==> src/sv/uerws_pkg.sv <==
// types and constants shared by the user event ring window search block
// no dependencies; imported by uerws_window and user_event_ring_window_search
package uerws_pkg;

   localparam int EVENT_SLOTS = 64;
   localparam int SLOT_W      = $clog2(EVENT_SLOTS);
   localparam int CNT_W       = $clog2(EVENT_SLOTS + 1);
   localparam int TIME_W      = 48;
   localparam int CODE_W      = 8;
   localparam int WLEN_W      = 32;
   localparam int SUM_W       = 64;
   localparam int IDX_OUT_W   = 6;

   localparam logic [WLEN_W-1:0] WLEN_RESET = 32'd1000000;
   localparam logic [TIME_W-1:0] TIME_MAX   = {TIME_W{1'b1}};

   typedef enum logic [1:0] {
      CMD_ADD    = 2'd0,
      CMD_SEARCH = 2'd1,
      CMD_LAST   = 2'd2,
      CMD_NOP    = 2'd3
   } cmd_type;

   typedef enum logic [2:0] {
      ST_IDLE,
      ST_ADD,
      ST_WIN1,
      ST_WIN2,
      ST_WALK,
      ST_RESULT
   } state_type;

   typedef struct packed {
      cmd_type           cmd;
      logic [TIME_W-1:0] event_time;
      logic [TIME_W-1:0] now_time;
      logic [CODE_W-1:0] event_code;
      logic [TIME_W-1:0] query_time;
      logic [TIME_W-1:0] max_delay;
   } req_type;

   typedef struct packed {
      logic                 found;
      logic [IDX_OUT_W-1:0] slot_index;
      logic [TIME_W-1:0]    found_delay;
      logic [TIME_W-1:0]    found_time;
      logic [WLEN_W-1:0]    window_added;
      logic [SUM_W-1:0]     window_total;
      logic [WLEN_W-1:0]    event_count;
   } rsp_type;

   typedef struct packed {
      logic [TIME_W-1:0] time_val;
      logic [CODE_W-1:0] code;
   } slot_type;

   typedef struct packed {
      logic              start;
      logic [TIME_W-1:0] now_time;
   } win_req_type;

   typedef struct packed {
      logic [WLEN_W-1:0] window_added;
      logic [SUM_W-1:0]  window_total;
   } win_stat_type;

endpackage

==> src/sv/uerws_window.sv <==
// open-window accounting: three-stage update of window end and aggregated total
// depends on uerws_pkg
module uerws_window (
   input  logic                    clock,
   input  logic                    reset,
   input  logic [31:0]             window_length,
   input  uerws_pkg::win_req_type  win_req,
   output uerws_pkg::win_stat_type win_stat
);
   import uerws_pkg::*;

   logic [TIME_W-1:0] end_ff, end_in;
   logic              started_ff, started_in;
   logic [SUM_W-1:0]  sum_ff, sum_in;
   logic              s1_vld_ff, s2_vld_ff;
   logic              grow_ff, after_ff;
   logic [WLEN_W-1:0] gap_ff;
   logic [TIME_W-1:0] new_end_ff;
   logic [WLEN_W-1:0] added_ff, added_in;

   logic [TIME_W-1:0] eff_end;
   logic [TIME_W:0]   new_end;
   logic [TIME_W-1:0] gap;
   logic              grow, after;

   // stage 1: compare the open window against the new one
   always_comb begin
      eff_end = started_ff ? end_ff : win_req.now_time;
      new_end = {1'b0, win_req.now_time} + (TIME_W+1)'(window_length);
      grow    = {1'b0, eff_end} <= new_end;
      after   = eff_end < win_req.now_time;
      gap     = eff_end - win_req.now_time;
   end

   // stage 2 and 3: added amount, then running total
   always_comb begin
      added_in   = added_ff;
      end_in     = end_ff;
      started_in = started_ff | win_req.start;
      sum_in     = sum_ff;
      if (s1_vld_ff) begin
         if (grow_ff) begin
            added_in = after_ff ? window_length : window_length - gap_ff;
            end_in   = new_end_ff;
         end else begin
            added_in = '0;
         end
      end
      if (s2_vld_ff) begin
         sum_in = sum_ff + SUM_W'(added_ff);
      end
   end

   always_ff @(posedge clock) begin
      if (reset) begin
         s1_vld_ff  <= 1'b0;
         s2_vld_ff  <= 1'b0;
         started_ff <= 1'b0;
         end_ff     <= '0;
         sum_ff     <= '0;
         added_ff   <= '0;
      end else begin
         s1_vld_ff  <= win_req.start;
         s2_vld_ff  <= s1_vld_ff;
         started_ff <= started_in;
         end_ff     <= end_in;
         sum_ff     <= sum_in;
         added_ff   <= added_in;
      end
   end

   always_ff @(posedge clock) begin
      if (win_req.start) begin
         grow_ff    <= grow;
         after_ff   <= after;
         gap_ff     <= gap[WLEN_W-1:0];
         new_end_ff <= new_end[TIME_W] ? TIME_MAX : new_end[TIME_W-1:0];
      end
   end

   assign win_stat.window_added = added_ff;
   assign win_stat.window_total = sum_ff;

   a_added_bounded: assert property (@(posedge clock) disable iff (reset)
      $past(s1_vld_ff) && !$past(reset) |-> added_ff <= window_length)
      else $error("window added exceeds window length");

   a_sum_only_on_add: assert property (@(posedge clock) disable iff (reset)
      !$past(reset) && !$past(s2_vld_ff) |-> $stable(sum_ff))
      else $error("window total changed without an add");

   a_no_sum_before_start: assert property (@(posedge clock) disable iff (reset)
      !started_ff |-> sum_ff == '0)
      else $error("window total nonzero before first window");

endmodule

==> config.mk <==
export PLATFORM = sky130hd
export DESIGN_NAME = uerws_window
export DESIGN_NICKNAME = d
export VERILOG_FILES = /design/src/sv/uerws_pkg.sv /design/src/sv/uerws_window.sv
export SDC_FILE = /design/constraint.sdc
export NUM_CORES = 1
export LEC_CHECK = 0
export BUFFER_PORTS_ARGS = -buffer_cell sky130_fd_sc_hd__buf_2
export CAP_MARGIN = 20
export CORE_MARGIN = 1
export CORE_UTILIZATION = 30
export CTS_BUF_LIST = sky130_fd_sc_hd__clkbuf_4 sky130_fd_sc_hd__clkbuf_8 sky130_fd_sc_hd__clkbuf_16
export DETAILED_ROUTE_END_ITERATION = 8
export SLEW_MARGIN = 40
export SYNTH_ARGS = -nofsm -noshare
export SYNTH_HDL_FRONTEND = slang
export SYNTH_SLANG_ARGS = --single-unit
==> constraint.sdc <==
create_clock -name clock -period 5.4 [get_ports clock]
set_input_delay 0 -clock clock [delete_from_list [all_inputs] [get_ports clock]]
set_output_delay 0 -clock clock [all_outputs]
set_load 0.02 [all_outputs]
# ---- After elaboration in Yosys (flattened, before gate mapping)
# Cells that the tools add are included.
dict set report classes {
  order_cmp 2
  n_addsub 4
  n_mux 3
  bitwise_logic 1
  n_reduce_logical 1
}
# op n
set op_table {}
lappend op_table {{$add 64x32->64} 1}
lappend op_table {{$mux 32} 2}
lappend op_table {{$sub 32x32->32} 2}
lappend op_table {{$add 48x32->49} 1}
lappend op_table {{$le 48x49->1} 1}
lappend op_table {{$lt 48x48->1} 1}
lappend op_table {{$mux 48} 1}
lappend op_table {{$reduce_and 2->1} 1}
lappend op_table {{$or 1x1->1} 1}
dict set report word_totals {
  register_bits 229
  out_inout_bits 96
  word_cells 21
}

# ---- Depth between registers and ports, before layout
# Gate-level depths: netlist of run 1.
dict set report logic_depth {
  depth_word 3
  ltp_mapped 22
  ltp_nobuf 22
}

# ---- Worst setup path after synthesis of run 1
# OpenSTA, ideal clock, no wires.
dict set report synth_path {
  path_type {input to register}
  startpoint {input port window_length[0]}
  endpoint {register grow_ff (data pin)}
  slack_ps 1112
  required_ps 5242
  n_path_buf 0
  stages 19
  arrival_time_ps 4130
  cell_sequence {ha_1 -> inv_1 -> fa_1 -> nor2b_1 -> o31a_1 -> o21ai_1 -> o211ai_1 -> o41ai_4 -> o31ai_4 -> a21boi_2 -> or4_1 -> and2_1 -> ha_1 -> nand4_1 -> nor2_1 -> nand3_1 -> or4_1 -> or4_1 -> o211ai_1}
}
dict set report synth_via {
  elab_chain_len 2
}
# element line_no
set synth_rtl {}
lappend synth_rtl {{from (decl)} uerws_window.sv:6} ;# input logic [31:0] window_length,
lappend synth_rtl {{$add 48x32->49} uerws_window.sv:29} ;# new_end = {1'b0, win_req.now_time} + (TIME_W+1)'(window_length);
lappend synth_rtl {{$le 48x49->1} uerws_window.sv:30} ;# grow = {1'b0, eff_end} <= new_end;
lappend synth_rtl {{via grow} uerws_window.sv:24} ;# logic grow, after;
lappend synth_rtl {{to (signal assigned)} uerws_window.sv:74} ;# grow_ff <= grow;
lappend synth_rtl {{to (decl)} uerws_window.sv:16} ;# logic grow_ff, after_ff;
# The timed path passes the listed nets, and every way through them passes these cells.
# A chain may end at the register's enable or synchronous reset.

# ---- Worst setup path after layout of run 1
dict set report layout_path {
  startpoint {input port window_length[3]}
  endpoint {register grow_ff (data pin)}
}
# The elaborated chain is that of the path after synthesis.

==> results of run 1 <==
[metrics by stage]
step | setup WS (ns) | total power (W) | instance area [um^2] | utilization (%)
CTS | 0.432 | 0.00587 | 20800 | 36.1
detailed placement | 0.520 | 0.00363 | 19100 | 33.2
global route | 0.190 | 0.00615 | 20800 | 36.1
finish | 0.393 | 0.00583 | 20800 | 36.1
global placement | 0.629 | 0.00360 | 19100 | 33.2
floorplan | 1.11 | 0.00318 | 17500 | -
[power breakdown]
group	internal [W]	switching, W
registers	0.00196	0.0000658
logic	0.000654	0.000966
clock network	0.00137	0.000818
[routing by layer]
metal / vias up / global-route usage [%]
met5: - / 0
met4: 0 / 5.11
met3: 62 / 1.82
met2: 388 / 30.7
met1: 7760 / 24.7
li1: 8090 / -
[state kept, by name, indices dropped and copies added, names as in the netlist, 32 cells and up]
register,count
gap_ff,32
new_end_ff,48
end_ff,48
sum_ff,64
added_ff,32
[synth_stat cells, types with 20 or more instances]
master,count,area share (%)
a21o_1,91,3.9
a21oi_1,189,5.4
and3_1,28,1.0
clkbuf_1,72,1.5
dfxtp_1,147,17
edfxtp_1,82,14
ha_1,191,14
inv_1,116,2.5
mux2i_1,24,1.4
nand2_1,291,6.3
nand2b_1,20,0.72
nand3_1,44,1.3
nand4_1,34,1.2
nor2_1,153,3.3
nor2b_1,30,1.1
nor3_1,21,0.60
o21a_1,28,1.2
o21ai_0,129,3.7
xnor2_1,85,4.3
xor2_1,42,2.1
[kinds of logic after synthesis]
group	count (synthesis)
flip-flops	229
XOR/XNOR	127
buffers and inverters	199
AND/OR/NAND/NOR	700
AO/OA/AOI/OAI	629
adder cells (fa/ha/maj)	195
multiplexers	34
[cell type report]
class	count	area share, %
clock buffers	38	4.00
well taps	765	4.61
clock inverters	16	1.15
flip-flops and latches	229	26.0
repair buffers	249	7.60
multi-input cells	1685	54.5
inverters	116	2.09
diodes	5	0.0602
[path summary, 6_finish.rpt]
| kind | start | to | slack (ns) | cells past startpoint |
|---|---|---|---|---|
| worst max-delay path | window_length[3] | grow_ff$_DFFE_PP_ | 0.39 | 19 |
| worst min register to register | end_ff[18]$_SDFFE_PP0P_ | end_ff[18]$_SDFFE_PP0P_ | 0.46 | 2 |
| worst min-delay path | win_req[2] | gap_ff[2]$_DFFE_PP_ | 0.03 | 4 |
| worst max register to register | started_ff$_SDFF_PP0_ | after_ff$_DFFE_PP_ | 1.03 | 11 |
[critical path, delay by kind of cell]
family / cells / cell delay, ns
buf+inv: 3 / 1.28
xor+xnor: 1 / 0.14
compound gates: 6 / 1.26
simple gates: 7 / 2.07
fa+ha+maj: 2 / 0.66
[placed cells by master, fill, tap and decap left out, types with 56 or more instances in the layout]
cell           count
a21o_1            91
a21oi_1          189
buf_2            176
dfxtp_1          145
dlygate4sd3_1     56
edfxtp_1          82
ha_1             191
inv_1            115
nand2_1          291
nor2_1           153
o21ai_0          129
xnor2_1           85
==> results.py, run 1 <==
metrics = {
    "critical_path": {
        "cp-end-kind": "register",
        "critPathMaxFanout": 8,
        "start_kind": "input pin",
        "crit_type": "in -> reg",
        "cp.arrival_ns": 5.43,
        "cp_slowest_cell": "dlygate4sd3_1",
        "cp.required_ns": 5.82,
        "path_cells": "dlygate4sd3_1 -> buf_2 -> ha_1 -> o21ai_1 -> o211a_1 -> or4b_1 -> o211ai_2 -> a21oi_2 -> o31ai_4 -> nand4_1 -> dlygate4sd3_1 -> xnor2_1 -> ha_1 -> nand4_1 -> nor2_1 -> nand3_1 -> or4_1 -> or4_1 -> o211ai_1",
        "max_stage_delay_ns": 0.59,
    },
    "placed_design": {
        "routabilityCongestion": 0.948,
        "dpl.cell_count": 2988,
        "dp_hpwl_um": 42700,
        "port_buffers": 178,
    },
    "floorplanning": {
        "ioPinCount": 179,
        "die_h_um": 243,
        "fp.dieW_um": 243,
        "dieArea_mm2": 0.0592,
        "std_cell_rows": 88,
        "coreArea_mm2": 0.0576,
        "start_util_pct": 30.3,
    },
    "cells_and_area": {
        "drive_gt1_share_pct": 12.3,
        "final_nets": 2588,
        "area_growth_syn_to_layout_pct": 19.0,
        "seqCellArea_mm2": 0.00541,
        "fillers": 5910,
        "multiInputGateArea_mm2": 0.0113,
        "final_cells": 3103,
    },
    "outcome": {
        "outcome": "finished, final reports clean",
    },
    "detailed_routing": {
        "drc_errors": 0,
        "post_drt_via_cell_ratio": 5.25,
        "vias": 16300,
        "ant_nets": 0,
        "wl_per_cell_um": 18.0,
        "drtPass1Iterations": 5,
        "highest_layer": "met4",
        "met1_length_um": 26200,
        "drtIter0Drc": 895,
        "wl_met2_um": 25900,
        "route.met3.wl_um": 2360,
        "routed_wl_um": 55700,
    },
    "synth": {
        "syn-mean-instance-area_um2": 8.27,
        "yosys.area_share.simple_pct": 18.7,
        "synth_fa_ha_area_share_pct": 14.1,
        "synth_nets": 2391,
        "ys_ff_latch": 229,
        "syn_area_mm2": 0.0175,
        "synth_compound_area_share_pct": 23.5,
        "synth-edff-count": 82,
        "ys.flop_type": "dfxtp_1",
        "muxShareOfSynthArea_pct": 2.02,
        "async_flop_share_pct": 0,
        "ys_seq_area_share_pct": 30.9,
        "synth_warnings": 0,
        "synth_top_family_by_area": "compound AO/OA/AOI/OAI gates",
        "synth_xor_area_share_pct": 6.37,
        "yosysUniqueCellTypes": 83,
        "syn-instance-count": 2113,
    },
    "clock_network": {
        "cts_resized": 0,
        "cts_tree": "built",
        "worst_skew_pair.late_latency_ns": 0.58,
        "post_cts.repair.setup_buffers": 0,
        "cts_made_buffers": 29,
        "clock-sinks": 229,
        "cts_hold_buf": 56,
        "clk_pin_slew_ns": 0.07,
        "htreeDepth": 1,
        "clockRootBuffer": "clkbuf_16",
        "cts_buffer_depth": 3,
    },
    "timing": {
        "fmax_mhz": 200,
        "tightest_slew_ns": 0.797,
        "maxSlewHeadroom_pct": 46.4,
        "period_share_pct": 92.7,
        "maxSlewViolCount": 0,
        "fin_setup_tns_ns": 0,
        "setup_viol": 0,
        "hold_viol": 0,
        "hold_ws_ns": 0.0330,
        "period_needed_ns": 5.01,
        "skew_ns": 0.0146,
        "rsz0062_at_grt": "no",
    },
    "pwr": {
        "peakVddDrop_mv": 0.139,
        "powerDensity_mw_per_mm2": 280,
        "p_leak_nw": 9.27,
    },
    "grt": {
        "grt_max_degree": 63,
        "antenna_found_initial": 6,
        "grt.overflow.total": 0,
        "first_global_vias": 15900,
        "grtUsageTotal_pct": 18.3,
        "grt_pass1_wl_um": 87200,
    },
    "job": {
        "cap_violations": 0,
    },
    "hold_path": {
        "min_path_type": "in -> reg",
    },
}
Power figures use the tool's default switching activity.
==> run 2, diff against run 1 <==
Clock period 5.4 ns to 5.1 ns, I/O delays scaled along.
==> results.py, run 2 (same netlist as run 1, synthesis figures left out) <==
metrics = {
    "critical_path": {
        "crit_buf_inv": 3,
        "start_kind": "input pin",
        "cp-end-kind": "register",
        "cp_slowest_cell": "or4_1",
        "cp.required_ns": 5.51,
        "max_stage_delay_ns": 0.56,
        "path_cells": "dlygate4sd3_1 -> buf_2 -> ha_1 -> inv_1 -> fa_1 -> nor2b_1 -> o31a_1 -> o21ai_1 -> o211ai_1 -> o41ai_4 -> o31ai_4 -> a21boi_2 -> or4_1 -> and2_1 -> ha_1 -> nand4_1 -> nor2_1 -> nand3_1 -> or4_1 -> or4_1 -> o211ai_1",
        "critPathTopFamily": "simple AND/OR/NAND/NOR gates",
        "cp.arrival_ns": 5.10,
        "critPathMaxFanout": 4,
        "crit_type": "in -> reg",
        "path_common_cell": "or4_1",
    },
    "timing": {
        "rsz0062_at_grt": "no",
        "fin_setup_tns_ns": 0,
        "setup_viol": 0,
        "maxSlewHeadroom_pct": 41.8,
        "maxSlewViolCount": 0,
        "fin_ws_ns": 0.412,
        "hold_ws_ns": 0.0347,
        "skew_ns": 0.00964,
        "hold_viol": 0,
        "period_share_pct": 91.9,
        "period_needed_ns": 4.69,
        "fmax_mhz": 213,
        "tightest_slew_ns": 0.865,
    },
    "floorplanning": {
        "dieArea_mm2": 0.0592,
        "start_util_pct": 30.3,
        "ioPinCount": 179,
        "die_h_um": 243,
        "coreArea_mm2": 0.0576,
        "fp.dieW_um": 243,
        "std_cell_rows": 88,
    },
    "job": {
        "cap_violations": 0,
    },
    "clock_network": {
        "htreeDepth": 1,
        "post_cts.repair.setup_buffers": 0,
        "clockRootBuffer": "clkbuf_16",
        "cts_made_buffers": 29,
        "clock-sinks": 229,
        "cts_resized": 0,
        "cts_buffer_depth": 3,
        "clk_pin_slew_ns": 0.06,
        "worst_skew_pair.late_latency_ns": 0.57,
        "cts_tree": "built",
    },
    "cells_and_area": {
        "area_growth_syn_to_layout_pct": 18.3,
        "drive_gt1_share_pct": 12.1,
        "final_nets": 2591,
        "reg.largest.list": "sum_ff: 64 flops, end_ff: 48 flops, new_end_ff: 48 flops",
        "regMostFlops": "sum_ff",
        "largest_register_ffs": 64,
        "mostFrequentLayoutCell": "nand2_1",
        "fillers": 5917,
        "multiInputGateArea_mm2": 0.0113,
        "mostFrequentLayoutCells": "nand2_1, ha_1, a21oi_1",
        "final_area_mm2": 0.0207,
        "seqCellArea_mm2": 0.00541,
        "final_cells": 3103,
    },
    "detailed_routing": {
        "vias": 16300,
        "post_drt_via_cell_ratio": 5.24,
        "drc_errors": 0,
        "routed_wl_um": 55100,
        "wl_per_cell_um": 17.8,
        "drtPass1Iterations": 5,
        "drtIter0Drc": 1008,
        "ant_nets": 0,
    },
    "hold_path": {
        "min_path_type": "in -> reg",
    },
    "placed_design": {
        "pre_cts_slack_ns": 0.281,
        "place_area_mm2": 0.0191,
        "port_buffers": 178,
        "dpl.cell_count": 2988,
        "dp_hpwl_um": 43200,
        "routabilityCongestion": 0.954,
    },
    "grt": {
        "first_global_vias": 15900,
        "grt_max_degree": 80,
        "grtUsageTotal_pct": 18.2,
        "grt_pass1_wl_um": 87300,
        "grt.overflow.total": 0,
        "antenna_found_initial": 4,
    },
    "pwr": {
        "combPwrFrac_pct": 29.3,
        "internal-power_w": 0.00393,
        "powerDensity_mw_per_mm2": 283,
        "p_leak_nw": 9.21,
        "seq_power_share_pct": 36.6,
        "p_sw_share_pct": 32.8,
        "p_clk_share_pct": 34.1,
        "peakVddDrop_mv": 0.205,
        "p_sw_w": 0.00192,
    },
    "outcome": {
        "outcome": "finished, final reports clean",
    },
}
run 2: stage by stage:
step                      power, W  util (%)
final                      0.00585      35.9
after global routing       0.00620      35.9
after CTS                  0.00591      35.9
after detailed placement   0.00384      33.2
after global placement     0.00380      33.2
after floorplan            0.00337         -
run 2: repair_timing:
item,4_1_cts,5_1_grt
setup endpoints to repair,0,1
hold endpoints to repair,93,0
hold buffers,59,0
run 2: layout make-up:
type	instances	share of cell area, %
inverter	116	2.11
clock inverter	13	0.315
multi-input combinational	1685	54.8
clock buffer	40	4.14
tap	765	4.63
sequential	229	26.2
antenna	3	0.0363
timing repair buffer	252	7.81
run 2: routing by layer:
layer | share of wire (%) | vias to the layer above | routed length (um) | GRT usage (%)
met5 | 0 | - | 0 | 0
li1 | - | 8088 | - | -
met2 | 46 | 371 | 25500 | 30.4
met4 | 2.3 | 0 | 1270 | 5.20
met1 | 47 | 7732 | 25700 | 24.5
met3 | 4.7 | 69 | 2590 | 2.42
run 2: power by group through the flow:
stage / sequential, W / combinational [W] / clock (W)
2_1_floorplan: 0.00218 / 0.00119 / 0
3_3_place_gp: 0.00218 / 0.00162 / 0
3_5_place_dp: 0.00218 / 0.00166 / 0
4_1_cts: 0.00214 / 0.00170 / 0.00206
5_1_grt: 0.00216 / 0.00191 / 0.00213
6_report: 0.00214 / 0.00171 / 0.00200
run 2: path summary, 6_finish.rpt:
path / startpoint / endpoint / slack (ns) / depth (start not counted)
max: window_length[0] / grow_ff$_DFFE_PP_ / 0.41 / 21
min: win_req[5] / new_end_ff[5]$_SDFFCE_PP1P_ / 0.03 / 4
max reg2reg: started_ff$_SDFF_PP0_ / after_ff$_DFFE_PP_ / 1.08 / 12
min reg2reg: end_ff[8]$_SDFFE_PP0P_ / end_ff[8]$_SDFFE_PP0P_ / 0.45 / 2
run 2: tightest hold or removal path, delay by kind of cell:
kind	cells	cell delay, ns
simple gates	1	0.07
xor+xnor	1	0.12
fa+ha+maj	1	0.18
buf+inv	1	0.11
